**config.mk**
```make
export PLATFORM = sky130hd
export DESIGN_NAME = positional_list_engine
export DESIGN_NICKNAME = d
export VERILOG_FILES = /design/src/design/ple_pkg.sv /design/src/design/positional_list_engine.sv /design/src/design/ple_store.sv
export SDC_FILE = /design/constraint.sdc
export NUM_CORES = 1
export LEC_CHECK = 0
export ABC_AREA = 1
export ABC_CLOCK_PERIOD_IN_PS = 4200
export BUFFER_PORTS_ARGS = -buffer_cell sky130_fd_sc_hd__buf_2
export CORE_MARGIN = 5
export CORE_UTILIZATION = 40
export DETAILED_ROUTE_END_ITERATION = 8
export PLACE_DENSITY = 0.62
export SYNTH_ARGS = -nofsm -noshare
export SYNTH_HDL_FRONTEND = slang
export SYNTH_SLANG_ARGS = --single-unit
```
**constraint.sdc**
```tcl
create_clock -name clk -period 4.2 [get_ports clk]
set_clock_uncertainty 0.1 [all_clocks]
set_input_delay 0.21 -clock clk [delete_from_list [all_inputs] [get_ports clk]]
set_output_delay 0.21 -clock clk [all_outputs]
set_load 0.005 [all_outputs]
```
**src/design/ple_pkg.sv**
```systemverilog
// Shared constants, types and helpers for the positional list engine.
`default_nettype none
package ple_pkg;

	localparam int CAPACITY    = 16;
	localparam int ENTRY_WIDTH = 32;

	localparam int IDX_W = $clog2(CAPACITY);
	localparam int CNT_W = $clog2(CAPACITY + 1);
	localparam int CMP_W = (CNT_W > 5) ? CNT_W : 5;

	typedef enum logic [1:0] {
		FUNC_INSERT = 2'd0,
		FUNC_GET    = 2'd1,
		FUNC_REMOVE = 2'd2,
		FUNC_SWAP   = 2'd3
	} func_t;

	typedef enum logic [1:0] {
		ST_OK     = 2'd0,
		ST_BADPOS = 2'd1,
		ST_FULL   = 2'd2
	} status_t;

	typedef enum logic [3:0] {
		S_IDLE,
		S_FETCH,
		S_TAKE,
		S_SHIFT_RD,
		S_SHIFT_WR,
		S_PUT,
		S_PULL_RD,
		S_PULL_WR,
		S_SWAP_RD,
		S_SWAP_WR_A,
		S_SWAP_WR_B,
		S_DONE
	} state_t;

	typedef struct packed {
		func_t       func;
		logic [4:0]  pos_a;
		logic [3:0]  pos_b;
		logic [31:0] entry_in;
	} req_t;

	typedef struct packed {
		logic [31:0] entry_out;
		status_t     status;
		logic [4:0]  count;
	} rsp_t;

	typedef struct packed {
		logic                   wr_en;
		logic [IDX_W-1:0]       wr_addr;
		logic [ENTRY_WIDTH-1:0] wr_data;
		logic [IDX_W-1:0]       rd_addr;
	} store_req_t;

	// Fit a 32-bit field word to the stored entry width.
	function automatic logic [ENTRY_WIDTH-1:0] to_entry(input logic [31:0] w);
		logic [63:0] wide;
		wide = 64'(w);
		return wide[ENTRY_WIDTH-1:0];
	endfunction

	// Fit a stored entry to the 32-bit result field.
	function automatic logic [31:0] from_entry(input logic [ENTRY_WIDTH-1:0] e);
		logic [63:0] wide;
		wide = 64'(e);
		return wide[31:0];
	endfunction

endpackage
`default_nettype wire

```
**src/design/positional_list_engine.sv**
```systemverilog
// Top level of the positional list engine: request sequencer and result register.
//
// Requests arrive on req (valid/stall) and each gives exactly one result on rsp.
// A request is a single list operation: insert, get, remove or swap by position.
// The list lives in a single-port-write, single-port-read store; a small
// sequencer moves one entry at a time (read, then write) through it.
// Steps from acceptance to the result register being loaded:
//   rejected request  straight to the done state
//   get               fetch, take
//   remove            fetch, take, then a read and a write per later entry
//   insert            a read and a write per entry from pos_a up, then put
//   swap              fetch, take, read pos_b, write pos_a, write pos_b
// The request side stalls from acceptance until the result is in the output
// register, so one request is in work at a time; the next can be taken in the
// cycle after that, even while the previous result still waits on rsp.
// If rsp_stall holds a result, a finished request waits in its last state
// until the output register frees up.
// Reset empties the list (count zero) and drops any pending result. Store
// contents are not cleared; only entries written since are ever read.
`default_nettype none
module positional_list_engine (
	input  wire logic            clk,
	input  wire logic            arst_n,
	input  wire logic            req_valid,
	output logic                 req_stall,
	input  wire ple_pkg::req_t   req,
	output logic                 rsp_valid,
	input  wire logic            rsp_stall,
	output ple_pkg::rsp_t        rsp
);

	ple_pkg::state_t state_q, state_d;

	logic [ple_pkg::CNT_W-1:0]       count_q;
	logic [ple_pkg::CNT_W-1:0]       pa_q, pb_q, ptr_q;
	logic [ple_pkg::CNT_W-1:0]       ptr_m1, ptr_p1;
	ple_pkg::func_t                  func_q;
	ple_pkg::status_t                status_q, status_chk;
	logic [ple_pkg::ENTRY_WIDTH-1:0] word_q, hold_q, rd_data;
	logic                            rsp_valid_q;
	ple_pkg::rsp_t                   rsp_q;
	ple_pkg::store_req_t             st_req;

	logic [ple_pkg::CMP_W-1:0] pa_e, pb_e, cnt_e, cap_e, cnt_out;
	logic accept, out_free, load_out, count_dec;

	assign req_stall = (state_q != ple_pkg::S_IDLE);
	assign accept    = req_valid && !req_stall;
	assign out_free  = !rsp_valid_q || !rsp_stall;
	assign load_out  = (state_q == ple_pkg::S_DONE) && out_free;

	assign pa_e   = ple_pkg::CMP_W'(req.pos_a);
	assign pb_e   = ple_pkg::CMP_W'(req.pos_b);
	assign cnt_e  = ple_pkg::CMP_W'(count_q);
	assign cap_e  = ple_pkg::CMP_W'(ple_pkg::CAPACITY);
	assign ptr_m1 = ptr_q - ple_pkg::CNT_W'(1);
	assign ptr_p1 = ptr_q + ple_pkg::CNT_W'(1);

	// Position checks on the incoming request against the current count.
	always_comb begin
		status_chk = ple_pkg::ST_OK;
		unique case (req.func)
			ple_pkg::FUNC_INSERT: begin
				if (pa_e > cnt_e) begin
					status_chk = ple_pkg::ST_BADPOS;
				end else if (cnt_e == cap_e) begin
					status_chk = ple_pkg::ST_FULL;
				end
			end
			ple_pkg::FUNC_GET, ple_pkg::FUNC_REMOVE: begin
				if (pa_e >= cnt_e) begin
					status_chk = ple_pkg::ST_BADPOS;
				end
			end
			default: begin
				if (pa_e >= cnt_e || pb_e >= cnt_e || pa_e == pb_e) begin
					status_chk = ple_pkg::ST_BADPOS;
				end
			end
		endcase
	end

	always_ff @(posedge clk or negedge arst_n) begin
		if (!arst_n) begin
			state_q <= ple_pkg::S_IDLE;
		end else begin
			state_q <= state_d;
		end
	end

	always_comb begin
		state_d = state_q;
		st_req  = '0;
		unique case (state_q)
			ple_pkg::S_IDLE: begin
				if (accept) begin
					if (status_chk != ple_pkg::ST_OK) begin
						state_d = ple_pkg::S_DONE;
					end else if (req.func == ple_pkg::FUNC_INSERT) begin
						state_d = (cnt_e > pa_e) ? ple_pkg::S_SHIFT_RD : ple_pkg::S_PUT;
					end else begin
						state_d = ple_pkg::S_FETCH;
					end
				end
			end
			ple_pkg::S_FETCH: begin
				st_req.rd_addr = pa_q[ple_pkg::IDX_W-1:0];
				state_d = ple_pkg::S_TAKE;
			end
			ple_pkg::S_TAKE: begin
				if (func_q == ple_pkg::FUNC_REMOVE) begin
					state_d = ((pa_q + ple_pkg::CNT_W'(1)) < count_q) ?
						ple_pkg::S_PULL_RD : ple_pkg::S_DONE;
				end else if (func_q == ple_pkg::FUNC_SWAP) begin
					state_d = ple_pkg::S_SWAP_RD;
				end else begin
					state_d = ple_pkg::S_DONE;
				end
			end
			ple_pkg::S_SHIFT_RD: begin
				st_req.rd_addr = ptr_m1[ple_pkg::IDX_W-1:0];
				state_d = ple_pkg::S_SHIFT_WR;
			end
			ple_pkg::S_SHIFT_WR: begin
				st_req.wr_en   = 1'b1;
				st_req.wr_addr = ptr_q[ple_pkg::IDX_W-1:0];
				st_req.wr_data = rd_data;
				state_d = (ptr_m1 > pa_q) ? ple_pkg::S_SHIFT_RD : ple_pkg::S_PUT;
			end
			ple_pkg::S_PUT: begin
				st_req.wr_en   = 1'b1;
				st_req.wr_addr = pa_q[ple_pkg::IDX_W-1:0];
				st_req.wr_data = word_q;
				state_d = ple_pkg::S_DONE;
			end
			ple_pkg::S_PULL_RD: begin
				st_req.rd_addr = ptr_p1[ple_pkg::IDX_W-1:0];
				state_d = ple_pkg::S_PULL_WR;
			end
			ple_pkg::S_PULL_WR: begin
				st_req.wr_en   = 1'b1;
				st_req.wr_addr = ptr_q[ple_pkg::IDX_W-1:0];
				st_req.wr_data = rd_data;
				state_d = ((ptr_p1 + ple_pkg::CNT_W'(1)) < count_q) ?
					ple_pkg::S_PULL_RD : ple_pkg::S_DONE;
			end
			ple_pkg::S_SWAP_RD: begin
				st_req.rd_addr = pb_q[ple_pkg::IDX_W-1:0];
				state_d = ple_pkg::S_SWAP_WR_A;
			end
			ple_pkg::S_SWAP_WR_A: begin
				st_req.wr_en   = 1'b1;
				st_req.wr_addr = pa_q[ple_pkg::IDX_W-1:0];
				st_req.wr_data = rd_data;
				state_d = ple_pkg::S_SWAP_WR_B;
			end
			ple_pkg::S_SWAP_WR_B: begin
				st_req.wr_en   = 1'b1;
				st_req.wr_addr = pb_q[ple_pkg::IDX_W-1:0];
				st_req.wr_data = hold_q;
				state_d = ple_pkg::S_DONE;
			end
			ple_pkg::S_DONE: begin
				if (out_free) begin
					state_d = ple_pkg::S_IDLE;
				end
			end
			default: begin
				state_d = ple_pkg::S_IDLE;
			end
		endcase
	end

	ple_store u_store (
		.clk     (clk),
		.req     (st_req),
		.rd_data (rd_data)
	);

	// Per-request working registers.
	always_ff @(posedge clk) begin
		if (accept) begin
			func_q   <= req.func;
			pa_q     <= pa_e[ple_pkg::CNT_W-1:0];
			pb_q     <= pb_e[ple_pkg::CNT_W-1:0];
			word_q   <= ple_pkg::to_entry(req.entry_in);
			status_q <= status_chk;
			ptr_q    <= count_q;
		end else if (state_q == ple_pkg::S_TAKE) begin
			hold_q <= rd_data;
			ptr_q  <= pa_q;
		end else if (state_q == ple_pkg::S_SHIFT_WR) begin
			ptr_q <= ptr_m1;
		end else if (state_q == ple_pkg::S_PULL_WR) begin
			ptr_q <= ptr_p1;
		end
	end

	// A remove shrinks the list once its last gap-closing move, if any, is done.
	assign count_dec = (state_d == ple_pkg::S_DONE) && (func_q == ple_pkg::FUNC_REMOVE) &&
		((state_q == ple_pkg::S_TAKE) || (state_q == ple_pkg::S_PULL_WR));

	always_ff @(posedge clk or negedge arst_n) begin
		if (!arst_n) begin
			count_q <= '0;
		end else if (state_q == ple_pkg::S_PUT) begin
			count_q <= count_q + ple_pkg::CNT_W'(1);
		end else if (count_dec) begin
			count_q <= count_q - ple_pkg::CNT_W'(1);
		end
	end

	assign cnt_out = ple_pkg::CMP_W'(count_q);

	always_ff @(posedge clk) begin
		if (load_out) begin
			if (status_q == ple_pkg::ST_OK &&
			    (func_q == ple_pkg::FUNC_GET || func_q == ple_pkg::FUNC_REMOVE)) begin
				rsp_q.entry_out <= ple_pkg::from_entry(hold_q);
			end else begin
				rsp_q.entry_out <= '0;
			end
			rsp_q.status <= status_q;
			rsp_q.count  <= cnt_out[4:0];
		end
	end

	always_ff @(posedge clk or negedge arst_n) begin
		if (!arst_n) begin
			rsp_valid_q <= 1'b0;
		end else if (load_out) begin
			rsp_valid_q <= 1'b1;
		end else if (!rsp_stall) begin
			rsp_valid_q <= 1'b0;
		end
	end

	assign rsp_valid = rsp_valid_q;
	assign rsp       = rsp_q;

	a_count_bound: assert property (@(posedge clk) disable iff (!arst_n)
		ple_pkg::CMP_W'(count_q) <= ple_pkg::CMP_W'(ple_pkg::CAPACITY))
		else $error("entry count exceeds capacity");

	a_no_write_idle: assert property (@(posedge clk) disable iff (!arst_n)
		(state_q == ple_pkg::S_IDLE || state_q == ple_pkg::S_DONE) |-> !st_req.wr_en)
		else $error("store written outside an operation");

	a_fail_no_data: assert property (@(posedge clk) disable iff (!arst_n)
		rsp_valid |-> (rsp.status == ple_pkg::ST_OK || rsp.entry_out == '0))
		else $error("failed request returned entry data");

	a_rejected_no_work: assert property (@(posedge clk) disable iff (!arst_n)
		(accept && status_chk != ple_pkg::ST_OK) |=> (state_q == ple_pkg::S_DONE))
		else $error("rejected request entered the sequencer");

endmodule
`default_nettype wire

```
**src/design/ple_store.sv**
```systemverilog
// Entry store: one write port and one registered read port.
`default_nettype none
module ple_store (
	input  wire logic                             clk,
	input  wire ple_pkg::store_req_t              req,
	output logic [ple_pkg::ENTRY_WIDTH-1:0]       rd_data
);

	logic [ple_pkg::ENTRY_WIDTH-1:0] mem [ple_pkg::CAPACITY];
	logic [ple_pkg::ENTRY_WIDTH-1:0] rd_data_q;

	always_ff @(posedge clk) begin
		if (req.wr_en) begin
			mem[req.wr_addr] <= req.wr_data;
		end
		rd_data_q <= mem[req.rd_addr];
	end

	assign rd_data = rd_data_q;

endmodule
`default_nettype wire
```
==> results.py <==
metrics = {
    "clock_tree": {
        "clock_path_buffers": 3,
        "cts_resized": 0,
        "hold_buffers": 47,
        "numCtsBuffers": 71,
        "htreeDepth": 3,
        "cts_setup_buffers": 0,
        "cts_root_buffer": "clkbuf_16",
        "clk_pin_slew_ns": 0.06,
        "clk_latency_ns": 0.60,
        "cts.sinks": 675,
        "cts_tree": "done",
    },
    "pwr": {
        "p_int_mw": 15.9,
        "switching_power_mw": 9.17,
        "seqPwrFrac": 0.400,
        "peakVddDrop_mv": 0.498,
        "pwr-share-comb": 0.356,
        "p_clk_frac": 0.243,
        "power_density_nw_per_um2": 790,
        "p_leak_nw": 10.8,
        "swShare": 0.366,
    },
    "sta": {
        "fin_crit_sh": 0.771,
        "min_period_ns": 3.24,
        "slew_headroom": 0.103,
        "tns_ns": 0,
        "max_slew.worst_pin.slew_ns": 1.34,
        "maxSlewViolCount": 0,
        "rsz0062_at_grt": "false",
        "max_freq_ghz": 0.309,
        "hold_violations": 0,
        "setup_viol": 0,
    },
    "drt": {
        "firstDrtPassIters": 5,
        "ant_nets": 0,
        "vias": 16979,
        "drt_wl_total_um": 65900,
        "avgViaCountPerCell": 5.44,
        "routedWlPerCell_um": 21.1,
        "drc": 0,
        "drtIter0Drc": 1394,
    },
    "worst_hold_path": {
        "hold_end": "word_q[11]$_DFFE_PP_",
        "hold_path.class": "in2reg",
        "holdPathStages": 2,
        "min_from": "req[11]",
    },
    "layout": {
        "fin_area_um2": 31800,
        "seq_area_um2": 19900,
        "layoutNonFillerInstCount": 3124,
        "drive_above_1_share": 0.138,
        "multi_input_area_um2": 6710,
        "antennaDiodeCount": 0,
        "syn2layout_area_growth_pct": 15.9,
        "fin_nets": 2266,
        "fillers": 5928,
    },
    "synth": {
        "synth_area_leaders": "edfxtp_1 (69%), o211ai_1 (8.0%), nor2_1 (2.8%)",
        "synth_fp_nets": 2123,
        "ys_ff_latch": 675,
        "synth_edf_count": 633,
        "synth_top_area_frac": 0.694,
        "synth.distinct_cells": 41,
        "synthFlopType": "edfxtp_1",
        "syn_area_um2": 27400,
        "yosysTopAreaCell": "edfxtp_1",
        "netlist_instances": 2042,
        "ys_async_sr_fraction": 0.0148,
        "avgSynthCellArea_um2": 13.4,
        "yosysSeqAreaShare": 0.726,
        "ys_warn_count": 0,
    },
    "placed_design": {
        "io_buffers": 87,
        "dp_cells": 2946,
        "gp_congestion": 0.862,
        "place_area_um2": 29000,
        "hpwl_um": 37900,
    },
    "floorplanning": {
        "start_util": 0.402,
        "die_area_um2": 73900,
        "fp-row-count": 96,
        "die_width_um": 272,
        "pin_count": 88,
        "core_um2": 68200,
        "die_y_um": 272,
    },
    "grt": {
        "grt_first_pass_wirelength_um": 102000,
        "grt_max_degree": 135,
        "grt_pass1_vias": 17122,
        "antenna_found_initial": 0,
        "grt_use_met2": 0.294,
        "grt_use_total": 0.176,
        "busiest_layer": "met2",
        "grt_use_met1": 0.238,
        "gr-usage-met3": 0.0273,
        "overflow": 0,
    },
    "worst_setup_path": {
        "r2r_cells": 10,
        "r2r-end": "u_store.mem[10][15]$_DFFE_PP_",
        "cp-start-kind": "register",
        "cp_max_fo": 21,
        "crit_required_ns": 4.36,
        "r2r-start": "state_q[0]$_DFF_PN0_",
        "r2r_setup_slack_ns": 0.96,
        "worstPathArrival_ns": 3.40,
        "cp-end-kind": "register",
        "criticalPathCategory": "reg2reg",
    },
    "run_status": {
        "status": "finished clean",
    },
    "run": {
        "maxCapViolCount": 0,
    },
}
==> power by group through the flow <==
stage,Sequential (mW),Combinational (mW),Clock [mW]
global route,10.1,9.99,6.53
detailed placement,10.2,8.95,0
finish,10.0,8.94,6.11
global placement,10.1,8.72,0
floorplan,10.0,6.13,0
CTS,10.0,9.03,6.24
==> cell usage in the layout (no fill, tap or decap), drive strengths merged, types with 10 or more instances in the layout <==
master / netlist / routed
nor2: 216 / 216
xor2: 14 / 14
dfrtp: 10 / 10
or2: 128 / 128
ha: 33 / 33
clkinv: 0 / 22
nand3: 90 / 90
clkbuf: 39 / 102
dlygate4sd3: 0 / 47
inv: 107 / 107
dfxtp: 32 / 32
nand2: 190 / 190
buf: 78 / 140
edfxtp: 633 / 633
o21ai: 138 / 138
o211ai: 291 / 291
==> state kept, by name (all words and copies together) (netlist names) <==
| signal | count |
|---|---|
| state_q | 4 |
| pb_q | 4 |
| u_store.rd_data | 32 |
| rsp | 39 |
| rsp_valid | 1 |
| cnt_e | 5 |
| hold_q | 32 |
| status_q | 2 |
| ptr_q | 5 |
| pa_q | 5 |
| func_q | 2 |
| word_q | 32 |
| u_store.mem | 512 |
==> cell usage after synthesis (20+ instances only) <==
master,instances
nand3_1,88
o21ai_1,20
o21ai_0,118
or2_0,49
clkbuf_1,37
edfxtp_1,633
or2_2,28
inv_1,99
or2_1,51
ha_1,33
o211ai_1,291
buf_2,66
nand2_1,190
nor2_1,208
dfxtp_1,32
==> worst max-delay path: stages (launching register included) <==
cell      delay [ns]
dfrtp_1         0.43
nor2_1          0.21
inv_2           0.07
nor2_2          0.22
inv_1           0.15
nand2_1         0.16
inv_1           0.10
o221ai_1        0.24
nand2_1         0.31
nor2_4          0.46
buf_4           0.42
==> layer usage <==
| layer | vias to the layer above | part of all wire |
|---|---|---|
| met3 | 106 | 0.054 |
| met4 | 0 | 0.024 |
| met1 | 8546 | 0.43 |
| li1 | 7842 | - |
| met5 | - | 0 |
| met2 | 485 | 0.49 |
==> per-stage QoR <==
| stage | setup slack, ns | hold slack, ns | utilization | power, mW |
|---|---|---|---|---|
| 2_1_floorplan | 0.845 | -0.186 | - | 16.1 |
| 3_3_place_gp | 1.09 | -0.00398 | 0.425 | 18.9 |
| 3_5_place_dp | 0.986 | 0.000702 | 0.425 | 19.1 |
| 4_1_cts | 0.949 | 0.178 | 0.465 | 25.3 |
| 5_1_grt | 0.660 | 0.195 | 0.466 | 26.7 |
| 6_report | 0.961 | 0.216 | 0.466 | 25.1 |
==> logic make-up (layout without fill, tap and decap cells) <==
group                    after synthesis  in the layout  share of synthesized area
AO/OA/AOI/OAI                        453            453                      0.111
XOR/XNOR                              18             18                    0.00603
adder cells (fa/ha/maj)               34             34                     0.0158
buffers and inverters                224            424                     0.0356
flip-flops                           675            675                      0.726
AND/OR/NAND/NOR                      638            638                      0.106
==> worst max-delay path by stage <==
stage,from,endpoint,cells past startpoint
floorplan,state_q[0]$_DFF_PN0_,u_store.mem[2][0]$_DFFE_PP_,9
global placement,state_q[0]$_DFF_PN0_,u_store.rd_data[6]$_DFF_P_,12
detailed placement,state_q[0]$_DFF_PN0_,u_store.rd_data[4]$_DFF_P_,12
CTS,state_q[0]$_DFF_PN0_,u_store.mem[10][30]$_DFFE_PP_,10
global route,state_q[0]$_DFF_PN0_,u_store.rd_data[4]$_DFF_P_,12
finish,state_q[0]$_DFF_PN0_,u_store.mem[10][15]$_DFFE_PP_,10
==> final cells by class <==
class                      count  share of cell area
sequential                   675               0.626
multi-input combinational   1143               0.211
clock buffer                 102              0.0648
timing repair buffer         187              0.0426
tap                          882              0.0347
inverter                     107              0.0128
clock inverter                28             0.00717
Note: power is estimated with default switching activity, not from simulation.
